[config.mk]
export PLATFORM = sky130hd
export DESIGN_NAME = multi_class_priority_deque
export DESIGN_NICKNAME = d
export VERILOG_FILES = /design/src/mcpd_pkg.sv /design/src/mcpd_ram.sv /design/src/mcpd_cell.sv /design/src/multi_class_priority_deque.sv
export SDC_FILE = /design/constraint.sdc
export NUM_CORES = 2
export LEC_CHECK = 0
export CAP_MARGIN = 0
export CORE_UTILIZATION = 40
export CTS_CLUSTER_DIAMETER = 60
export DETAILED_ROUTE_END_ITERATION = 8
export DONT_BUFFER_PORTS = 1
export GPL_ROUTABILITY_DRIVEN = 1
export PLACE_DENSITY = 0.5
export SETUP_SLACK_MARGIN = 0.05
export SLEW_MARGIN = 20
export SYNTH_ARGS = -nofsm -noshare
export SYNTH_HDL_FRONTEND = slang
export SYNTH_SLANG_ARGS = --single-unit
export TNS_END_PERCENT = 30
[constraint.sdc]
create_clock -name clk -period 3.65 [get_ports clk]
set_clock_uncertainty 0.05 [all_clocks]
set_input_delay 0.9125 -clock clk [delete_from_list [all_inputs] [get_ports clk]]
set_output_delay 0.9125 -clock clk [all_outputs]
set_load 0.02 [all_outputs]
[src/mcpd_pkg.sv]
package mcpd_pkg;

  // default geometry
  localparam int NUM_QUEUES_DEF  = 20;
  localparam int QUEUE_DEPTH_DEF = 8;
  localparam int TAG_BITS_DEF    = 16;

  // fixed port widths
  localparam int IDX_W = 6;
  localparam int TAG_W = 16;

  // token field widths, sized for the largest queue depth supported (256)
  localparam int SLOT_W = 8;
  localparam int FILL_W = 9;

  // request kinds
  localparam logic KIND_ADD  = 1'b0;
  localparam logic KIND_TAKE = 1'b1;

  typedef enum logic [2:0] {
    OUT_ADDED     = 3'd0,
    OUT_FULL      = 3'd1,
    OUT_SERVED    = 3'd2,
    OUT_EMPTY     = 3'd3,
    OUT_BAD_INDEX = 3'd4
  } outcome_t;

  // request travelling down the queue cells; the owning cell fills in the answer
  typedef struct packed {
    logic              valid;
    logic              kind;
    logic              urgent;
    logic [IDX_W-1:0]  qidx;
    logic              hit;
    outcome_t          outcome;
    logic [SLOT_W-1:0] slot;
    logic [FILL_W-1:0] fill;
  } tok_t;

endpackage

[src/mcpd_ram.sv]
module mcpd_ram #(
  parameter int WIDTH = 17,
  parameter int DEPTH = 160
) (
  input  logic                     clk,
  input  logic                     we,
  input  logic [$clog2(DEPTH)-1:0] addr,
  input  logic [WIDTH-1:0]         wdata,
  output logic [WIDTH-1:0]         rdata
);

  logic [WIDTH-1:0] mem [DEPTH];
  logic [WIDTH-1:0] rdata_r;

  always_ff @(posedge clk) begin
    if (we) begin
      mem[addr] <= wdata;
    end
    rdata_r <= mem[addr];
  end

  assign rdata = rdata_r;

endmodule

[src/mcpd_cell.sv]
module mcpd_cell #(
  parameter int QUEUE_DEPTH = mcpd_pkg::QUEUE_DEPTH_DEF,
  parameter int CELL_ID     = 0
) (
  input  logic          clk,
  input  logic          rst_n,
  input  mcpd_pkg::tok_t tok_i,
  output mcpd_pkg::tok_t tok_o
);

  localparam int HW   = $clog2(QUEUE_DEPTH);
  localparam int FW   = $clog2(QUEUE_DEPTH + 1);
  localparam int SUMW = HW + 1;
  localparam int IW   = mcpd_pkg::IDX_W;
  localparam int SLW  = mcpd_pkg::SLOT_W;
  localparam int FLW  = mcpd_pkg::FILL_W;
  localparam logic [IW-1:0] MY_ID = IW'(CELL_ID);

  logic [HW-1:0]   head_r, head_nxt;
  logic [FW-1:0]   fill_r, fill_nxt;
  mcpd_pkg::tok_t  tok_r, tok_nxt;

  logic            hit, full, empty;
  logic [HW-1:0]   head_inc, head_dec, tail;
  logic [SUMW-1:0] tail_sum;

  assign hit   = tok_i.valid && (tok_i.qidx == MY_ID);
  assign full  = (fill_r == FW'(QUEUE_DEPTH));
  assign empty = (fill_r == '0);

  assign head_inc = (head_r == HW'(QUEUE_DEPTH - 1)) ? '0 : head_r + 1'b1;
  assign head_dec = (head_r == '0) ? HW'(QUEUE_DEPTH - 1) : head_r - 1'b1;

  // head + fill stays below twice the depth when not full
  assign tail_sum = SUMW'(head_r) + SUMW'(fill_r);
  assign tail     = (tail_sum >= SUMW'(QUEUE_DEPTH)) ?
                    HW'(tail_sum - SUMW'(QUEUE_DEPTH)) : HW'(tail_sum);

  always_comb begin
    head_nxt = head_r;
    fill_nxt = fill_r;
    tok_nxt  = tok_i;
    if (hit) begin
      tok_nxt.hit = 1'b1;
      priority if (tok_i.kind == mcpd_pkg::KIND_ADD && full) begin
        tok_nxt.outcome = mcpd_pkg::OUT_FULL;
        tok_nxt.fill    = FLW'(fill_r);
      end else if (tok_i.kind == mcpd_pkg::KIND_ADD) begin
        fill_nxt        = fill_r + 1'b1;
        tok_nxt.outcome = mcpd_pkg::OUT_ADDED;
        tok_nxt.fill    = FLW'(fill_nxt);
        if (tok_i.urgent) begin
          head_nxt     = head_dec;
          tok_nxt.slot = SLW'(head_dec);
        end else begin
          tok_nxt.slot = SLW'(tail);
        end
      end else if (empty) begin
        tok_nxt.outcome = mcpd_pkg::OUT_EMPTY;
        tok_nxt.fill    = '0;
      end else begin
        fill_nxt        = fill_r - 1'b1;
        head_nxt        = head_inc;
        tok_nxt.outcome = mcpd_pkg::OUT_SERVED;
        tok_nxt.slot    = SLW'(head_r);
        tok_nxt.fill    = FLW'(fill_nxt);
      end
    end
  end

  always_ff @(posedge clk) begin
    if (!rst_n) begin
      head_r <= '0;
      fill_r <= '0;
      tok_r  <= '0;
    end else begin
      head_r <= head_nxt;
      fill_r <= fill_nxt;
      tok_r  <= tok_nxt;
    end
  end

  assign tok_o = tok_r;

endmodule

[src/multi_class_priority_deque.sv]
// Set of NUM_QUEUES bounded queues of QUEUE_DEPTH entries each. A transaction
// is taken when start is high and busy is low; busy then stays high until its
// result has been shown. Every transaction gives exactly one result, shown for
// one cycle with out_valid high; there is no back-pressure, so the receiver
// must capture it in that cycle. The result strobe comes once the request has
// passed the injection register, the row of queue cells, which the request
// walks one cell per cycle, and a single access to the shared entry RAM with
// registered read data. Busy is still high while the strobe is shown and
// drops after it, so a new transaction is only taken once the last result
// has been shown. The entry RAM needs no clearing after reset: only slots
// inside a queue's occupied region are ever served from it.
module multi_class_priority_deque #(
  parameter int NUM_QUEUES  = mcpd_pkg::NUM_QUEUES_DEF,
  parameter int QUEUE_DEPTH = mcpd_pkg::QUEUE_DEPTH_DEF,
  parameter int TAG_BITS    = mcpd_pkg::TAG_BITS_DEF
) (
  input  logic                                 clk,
  input  logic                                 rst_n,
  // command side
  input  logic                                 start,
  output logic                                 busy,
  input  logic                                 in_kind,
  input  logic [mcpd_pkg::IDX_W-1:0]           in_queue_index,
  input  logic [mcpd_pkg::TAG_W-1:0]           in_item_tag,
  input  logic                                 in_urgent,
  // result side
  output logic                                 out_valid,
  output logic [2:0]                           out_outcome,
  output logic [mcpd_pkg::TAG_W-1:0]           out_served_tag,
  output logic                                 out_served_urgent,
  output logic [$clog2(QUEUE_DEPTH + 1)-1:0]   out_queue_fill
);

  localparam int AW = $clog2(NUM_QUEUES * QUEUE_DEPTH);
  localparam int SW = TAG_BITS + 1;           // urgent bit sits above the tag
  localparam int FW = $clog2(QUEUE_DEPTH + 1);

  // ---------------------------------------------------------------------------
  // Transaction capture
  // ---------------------------------------------------------------------------
  logic                          acc;
  logic                          busy_r, busy_nxt;
  mcpd_pkg::tok_t                inj_r, inj_nxt;
  logic [mcpd_pkg::TAG_W-1:0]    tag_r;
  logic                          urgent_r;

  assign acc = start && !busy_r;

  always_comb begin
    inj_nxt         = '0;
    inj_nxt.outcome = mcpd_pkg::OUT_BAD_INDEX;  // stands unless a cell claims it
    if (acc) begin
      inj_nxt.valid  = 1'b1;
      inj_nxt.kind   = in_kind;
      inj_nxt.urgent = in_urgent;
      inj_nxt.qidx   = in_queue_index;
    end
  end

  // payload for the RAM write, held for the life of the transaction
  always_ff @(posedge clk) begin
    if (acc) begin
      tag_r    <= in_item_tag;
      urgent_r <= in_urgent;
    end
  end

  // ---------------------------------------------------------------------------
  // Row of queue cells: each owns one queue's head pointer and fill count.
  // The request moves one cell per cycle; the matching cell updates its state
  // and writes outcome, fill and (on an add or a serve) slot into the token.
  // ---------------------------------------------------------------------------
  mcpd_pkg::tok_t chain [NUM_QUEUES + 1];
  logic [NUM_QUEUES:0] chain_vld;

  assign chain[0] = inj_r;

  for (genvar i = 0; i < NUM_QUEUES; i++) begin : g_cell
    mcpd_cell #(
      .QUEUE_DEPTH (QUEUE_DEPTH),
      .CELL_ID     (i)
    ) u_cell (
      .clk   (clk),
      .rst_n (rst_n),
      .tok_i (chain[i]),
      .tok_o (chain[i + 1])
    );
  end

  for (genvar i = 0; i <= NUM_QUEUES; i++) begin : g_vld
    assign chain_vld[i] = chain[i].valid;
  end

  // ---------------------------------------------------------------------------
  // Entry RAM access at the end of the row
  // ---------------------------------------------------------------------------
  mcpd_pkg::tok_t       te;
  logic                 ram_we;
  logic [AW-1:0]        ram_addr;
  logic [SW-1:0]        ram_wdata, ram_rdata;
  logic [63:0]          tag_wide;
  logic [63:0]          rd_tag_wide;

  assign te       = chain[NUM_QUEUES];
  assign ram_we   = te.valid && te.hit && (te.outcome == mcpd_pkg::OUT_ADDED);
  assign ram_addr = AW'(32'(te.qidx) * 32'(QUEUE_DEPTH) + 32'(te.slot));

  // only the low TAG_BITS bits of a tag are kept
  assign tag_wide  = 64'(tag_r);
  assign ram_wdata = {urgent_r, tag_wide[TAG_BITS-1:0]};

  mcpd_ram #(
    .WIDTH (SW),
    .DEPTH (NUM_QUEUES * QUEUE_DEPTH)
  ) u_ram (
    .clk   (clk),
    .we    (ram_we),
    .addr  (ram_addr),
    .wdata (ram_wdata),
    .rdata (ram_rdata)
  );

  // ---------------------------------------------------------------------------
  // Result register: lines up with the registered RAM read data
  // ---------------------------------------------------------------------------
  logic                pend_valid_r;
  mcpd_pkg::outcome_t  pend_outcome_r;
  logic [FW-1:0]       pend_fill_r;
  logic                served;

  always_ff @(posedge clk) begin
    if (te.valid) begin
      pend_outcome_r <= te.hit ? te.outcome : mcpd_pkg::OUT_BAD_INDEX;
      pend_fill_r    <= te.hit ? FW'(te.fill) : '0;
    end
  end

  always_comb begin
    busy_nxt = busy_r;
    priority if (acc) begin
      busy_nxt = 1'b1;
    end else if (pend_valid_r) begin
      busy_nxt = 1'b0;
    end
  end

  always_ff @(posedge clk) begin
    if (!rst_n) begin
      busy_r       <= 1'b0;
      inj_r        <= '0;
      pend_valid_r <= 1'b0;
    end else begin
      busy_r       <= busy_nxt;
      inj_r        <= inj_nxt;
      pend_valid_r <= te.valid;
    end
  end

  assign served      = (pend_outcome_r == mcpd_pkg::OUT_SERVED);
  assign rd_tag_wide = 64'(ram_rdata[TAG_BITS-1:0]);

  assign busy              = busy_r;
  assign out_valid         = pend_valid_r;
  assign out_outcome       = pend_outcome_r;
  assign out_served_tag    = served ? rd_tag_wide[mcpd_pkg::TAG_W-1:0] : '0;
  assign out_served_urgent = served ? ram_rdata[TAG_BITS] : 1'b0;
  assign out_queue_fill    = pend_fill_r;

  // ---------------------------------------------------------------------------
  // Assertions
  // ---------------------------------------------------------------------------
  // at most one transaction in flight anywhere in the row or result stage
  a_one_in_flight: assert property (@(posedge clk) disable iff (!rst_n)
    $onehot0({chain_vld, pend_valid_r}))
    else $error("more than one transaction in flight");

  // a result is only ever shown for an accepted transaction
  a_result_busy: assert property (@(posedge clk) disable iff (!rst_n)
    out_valid |-> busy_r)
    else $error("result shown while idle");

  // busy drops right after the result, so each transaction gives one result
  a_single_result: assert property (@(posedge clk) disable iff (!rst_n)
    out_valid |=> !busy_r && !out_valid)
    else $error("busy held or result repeated");

  // a token that no cell claimed reports a bad index with empty fields
  a_bad_index_clean: assert property (@(posedge clk) disable iff (!rst_n)
    (out_valid && out_outcome == mcpd_pkg::OUT_BAD_INDEX) |->
      (out_queue_fill == '0 && out_served_tag == '0 && !out_served_urgent))
    else $error("bad index result carries data");

endmodule

After elaboration in Yosys (flattened, before gate mapping)
Memories as Yosys holds them, arrays and structs flattened. A register that Yosys moved wholly into a read port is not among the register bits.
Index checks and enable logic that the tools add are counted.
- register bits after elaboration: 788
- word-level logic and storage cells: 970
- output and inout bits: 26
- memory bits (writable): 2720
- bits of input ports: 27
- memories: 1
- reductions and logical operators: 148
- eq/ne operators: 80
- muxes and demuxes: 348
- bitwise logic cells: 40
- order comparisons: 20
- $add $sub $neg: 121
- memory list (memory ; depth ; bits a word ; read ports ; clocked after memory_dff ; write ports ; RTL line ; text):
    u_ram.mem ; 160 ; 17 ; 1 ; 1 ; 1 ; mcpd_ram.sv:12 ; logic [WIDTH-1:0] mem [DEPTH];
- operators by type and width (cell ; count):
    $mux W21 ; 20
    $mux W3 ; 140
    $mux W19 ; 20
    $mux W8 ; 40
    $mux W4 ; 60
    $mux W9 ; 21
    $sub A3 B1 Y3 const B ; 40
    $add A3 B4 Y4 ; 20
    $add A4 B1 Y4 const B ; 20
    $eq A4 B4 Y1 const B ; 20
    $ge A4 B4 Y1 const B ; 20
    $logic_not A4 Y1 ; 20
    $reduce_and A4 Y1 ; 20
    $sub A4 B1 Y4 const B ; 20
    $logic_not A3 Y1 ; 21
    $add A3 B1 Y3 const B ; 20
    $eq A3 B3 Y1 const B ; 20
    $reduce_and A3 Y1 ; 20
    $eq A6 B4 Y1 const B ; 8
    $logic_and A1 B1 Y1 ; 43
    $reduce_bool A2 Y1 ; 21
    $mux W2 ; 20
    $ne A2 B2 Y1 const B ; 20
    $not A1 Y1 ; 40
    12 further kinds ; 43

Depth between registers and ports, before layout
- depth after elaboration: 7
- depth in mapped cells: 13

Cells and area by module
A second synthesis with hierarchy kept.
- cell total of the unflattened synthesis: 8079
- area, all modules: 139236.0 sq um
- by module, submodules not included (module ; cells an instance ; sequential area each (sq um) ; area an instance (sq um) ; times used):
    mcpd_ram ; 4573 ; 82018.7 ; 104475.2 ; 1
    mcpd_cell (g_cell[13].u_cell ...) ; 170 ; 740.7 ; 1606.5 ; 4
    mcpd_cell (g_cell[10].u_cell ...) ; 171 ; 740.7 ; 1712.9 ; 3
    mcpd_cell (g_cell[1].u_cell ...) ; 172 ; 740.7 ; 1770.4 ; 2
    mcpd_cell (g_cell[17].u_cell ...) ; 170 ; 740.7 ; 1635.3 ; 2
    mcpd_cell (g_cell[16].u_cell) ; 171 ; 740.7 ; 1702.9 ; 1
    mcpd_cell (g_cell[12].u_cell) ; 168 ; 740.7 ; 1694.1 ; 1
    mcpd_cell (g_cell[4].u_cell) ; 172 ; 740.7 ; 1691.6 ; 1
    mcpd_cell (g_cell[8].u_cell) ; 170 ; 740.7 ; 1686.6 ; 1
    mcpd_cell (g_cell[9].u_cell) ; 170 ; 740.7 ; 1657.8 ; 1
    mcpd_cell (g_cell[11].u_cell) ; 171 ; 740.7 ; 1656.6 ; 1
    mcpd_cell (g_cell[15].u_cell) ; 172 ; 740.7 ; 1636.6 ; 1
    mcpd_cell (g_cell[0].u_cell) ; 167 ; 740.7 ; 1627.8 ; 1
    mcpd_cell (g_cell[3].u_cell) ; 170 ; 740.7 ; 1616.6 ; 1
    multi_class_priority_deque ; 98 ; 960.9 ; 1413.9 ; 1

Least setup slack after synthesis
No wires, ideal clock.
- path type: flip-flop to flip-flop
- start point: register g_cell[19].u_cell.tok_r (netlist bit g_cell[19].u_cell.tok_o[9])
- end point: memory u_ram.mem[129][0] (enable)
- setup slack: 0.468 ns
- setup time: 0.391 ns
- path buffers: 7
- period minus slack after synthesis: 3.182 ns
- stages on the path, launching flop included: 12
- data required time: 3.209 ns
- arrival: 2.741 ns
- cell sequence: dfxtp_1 > buf_6 > buf_6 > buf_6 > buf_6 > buf_4 > buf_6 > buf_6 > nand2_1 > nor2_2 > nand2_1 > nor2_1
- cells in the longest elaborated chain, start to end: 1
- ends and longest elaborated chain (what ; RTL line ; text):
    from (decl) ; mcpd_cell.sv:21 ; mcpd_pkg::tok_t tok_r, tok_nxt;
    from (signal assigned) ; mcpd_cell.sv:79 ; tok_r <= tok_nxt;
    $add A8 B8 Y8 ; multi_class_priority_deque.sv:106 ; assign ram_addr = AW'(32'(te.qidx) * 32'(QUEUE_DEPTH) + 32'(te.slot));
    to (decl) ; mcpd_ram.sv:12 ;
Every way passes these cells.

Worst setup path in the final report
- start point: register g_cell[19].u_cell.tok_r (netlist bit g_cell[19].u_cell.tok_o[10])
- end point: register u_ram.rdata_r[7] (netlist: u_ram.rdata[7]), read port of u_ram.mem
- cells in the longest elaborated chain, start to end: 1
- ends and longest elaborated chain (what ; RTL line ; text):
    $add A8 B8 Y8 ; multi_class_priority_deque.sv:106 ;
    to (decl) ; mcpd_ram.sv:13 ; logic [WIDTH-1:0] rdata_r;
Every way passes these cells.
A chain may end at the register's enable or synchronous reset.

==> results.txt <==
Die width -> 576 um
Min-delay worst type -> input port to flop
Global route overflow -> 0
Actual slew at the worst max-slew pin -> 1.34 ns
Area Overhead vs Synth -> 16.2%
Sequential area share after synthesis -> 0.712
Num rows -> 210
Layout cells sized above 1 -> 0.236
Multi-input gate area -> 36000 um^2
Worst vdd ir -> 399 uV
Clock power frac -> 0.472
FILL cells -> 27900
First DRT Iteration DRCs -> 6725
Routed WL -> 366 mm
Yosys cell types -> 82
Reg clk slew, reported paths -> 0.06 ns
Met3 GRT Util -> 0.0286
Slew Limit Fails -> 0
Drt via density -> 5.62
CTS Sinks -> 3310
Largest net degree at the start of global routing -> 527
Yosys Warn Count -> 0
H-tree Lvls -> 5
CTS tree -> yes
Syn nets -> 7850
Num CTS Buffers -> 374
Unrepaired setup endpoints after global routing -> false
Clock Latency Late Sink -> 0.92 ns
Asr flop ratio synth -> 0
Post-route DRC -> 0
Global Route Usage Sum -> 0.218
Syn avg cell area -> 17.2 um^2
Main synth FF type -> edfxtp_1
Die area -> 332000 um^2
Vias after detailed routing -> 72000
Nets@finish -> 8331
Critical Path Source Type -> flop
Internal -> 63.0 mW
Final core utilization -> 0.468
Slew HR -> 0.110
Fmax -> 0.286 GHz
Synth area leaders -> edfxtp_1 (63%), mux4_2 (11%), dfxtp_1 (8.6%)
Final number of setup-violating endpoints -> 0
Dominant cell type by area after synthesis -> edfxtp_1
CP Launch Point -> g_cell[19].u_cell.tok_o[10]
Crit. End Element -> flop
IO Count -> 53
Remaining antenna violation count -> 0
Final period utilization -> 0.958
Switch Pwr -> 15.9 mW
Final hold violation count -> 0
Gr busiest metal -> met2
Most common cell in the netlist -> edfxtp_1
Routability Congestion -> 0.861
Initial antenna violation count -> 11
Post-Syn Area -> 132000 um^2
Post-synth EDFFs -> 2744
Vias in the first global route -> 72200
DR pass1 iterations -> 5
Hold Crit Start -> in_queue_index[3]
Syn Inst Count -> 7645
Logic pwr share -> 0.010
Clk buf depth -> 4
Critical path fanouts, max -> 41
Initial core utilization -> 0.402
First-pass GRT wire length -> 525 mm
CTS root buffer -> clkbuf_16
Met2 usage -> 0.347
Synth Register Bits -> 3310
Switching Fraction -> 0.202
Leakage -> 48.5 nW
Synth cell count leaders -> edfxtp_1 (2744), mux4_2 (669), dfxtp_1 (566), nor2_1 (445), nand2_1 (283)
Post-synth top area share -> 0.625
Max_cap viols -> 0
Pwr dens -> 516 nW/um^2
Crit Path Class -> flop to flop
FF/Latch Area -> 93700 um^2
HPWL Detailed -> 226 mm
Req. time, crit path -> 4.42 ns
Core area -> 327000 um^2
Crit path time final -> 3.50 ns
Routed length per instance -> 28.6 um
Chip Height -> 576 um
Proportion of power drawn by flip-flops and latches -> 0.519
Crit Reg-Reg Startpoint -> g_cell[19].u_cell.tok_o[10]
Hold Slack -> 0.105 ns
Met1 Track Usage GR -> 0.314
Status -> finished, final reports clean
Port Buffers -> 0
CP Data Arrival Time -> 4.26 ns
## layout by cell type (no fill, tap or decap), types with 42 or more instances in the layout
cell       netlist  final
and2_1         274    273
nor3_1          63     62
buf_12           0     85
ha_1           158    158
nor2_1         445    306
clkbuf_16        0    384
a21oi_1        227    227
buf_4           38    426
mux2i_1        169    169
nor2_2           1    139
dfxtp_1        566    560
mux4_2         669    669
xnor2_1         64     64
a31oi_1         43     42
nor2b_1        115    109
nand2_1        283    283
clkinv_2         0     51
inv_1          162    162
mux2_2          43     43
clkinv_1         1     65
nand3_1         60     60
a22oi_1        223    223
o21ai_0        207    207
edfxtp_1      2744   2744
a21boi_0        58     58
clkbuf_1       280     84
## final cells by class
| cell class | instances | area share |
|---|---|---|
| Inverter | 164 | 0.00402 |
| Clock inverter | 192 | 0.0126 |
| Sequential cell | 3310 | 0.612 |
| Multi-Input combinational cell | 3742 | 0.235 |
| Clock buffer | 490 | 0.0668 |
| Timing Repair Buffer | 534 | 0.0337 |
| Antenna cell | 22 | 0.000360 |
| Tap cell | 4346 | 0.0355 |
## cells by family after synthesis
family,Yosys count,share of synthesized area
AO/OA/AOI/OAI,1074,0.0546
XOR/XNOR,84,0.00558
adder cells (fa/ha/maj),178,0.0180
buffers and inverters,593,0.0193
flip-flops,3310,0.712
multiplexers,881,0.131
AND/OR/NAND/NOR,1525,0.0600
## metrics by stage
step	area, um^2	power (mW)	setup TNS [ns]	worst slack, ns	instances
after floorplan	132000	42.1	0	0.468	7645
final	153000	78.9	0	0.154	12800
after CTS	153000	79.7	0	0.112	12800
after detailed placement	141000	42.5	-1.31	-0.594	12100
after global routing	153000	81.2	0	0.105	12800
after global placement	141000	42.5	-2.28	-0.619	12100
## worst max-delay path, cell delays in order, from the launching register on
cell	delay, ns
dfxtp_4	0.74
buf_12	0.35
buf_12	0.31
buf_4	0.28
mux4_2	0.33
a22oi_1	0.43
o21ai_0	0.15
a31oi_1	0.47
o211ai_1	0.16
## repair_timing
action / 4_1_cts / 5_1_grt
setup endpoints to repair: 7 / 3
hold buffers: 19 / 0
gates resized for setup: 9 / 0
setup buffers: 0 / 4
endpoints found under the hold margin: 19 / 0
## layer usage
layer	vias to the layer above	part of all wire
li1	31200	-
met1	38200	0.44
met2	2095	0.47
met3	490	0.056
met4	2	0.027
met5	-	0.000036
## power by group through the flow
stage | logic, mW | registers [mW] | clock network (mW)
floorplan | 0.168 | 42.0 | 0
global placement | 0.716 | 41.7 | 0
detailed placement | 0.766 | 41.7 | 0
CTS | 0.786 | 40.9 | 38.0
global route | 0.830 | 40.9 | 39.4
finish | 0.769 | 40.9 | 37.2
## path summary, 6_finish.rpt
path                                 to  slack, ns  depth (start not counted)
min reg2reg  g_cell[0].u_cell.tok_o[19]       0.37                          2
min                          chain[624]       0.10                          1
max reg2reg              u_ram.rdata[7]       0.15                          8
max                      u_ram.rdata[7]       0.15                          8
## registers in the layout (all words and copies together), names as in the netlist
signal and flops:
busy 1, urgent_r 1, g_cell.u_cell.head_r 60, out_outcome 3
g_cell.u_cell.tok_o 397, out_queue_fill 4, u_ram.mem 2720, u_ram.rdata 17
tag_r 16, chain 10, g_cell.u_cell.fill_r 80, out_valid 1
Power figures use the tool's default switching activity.
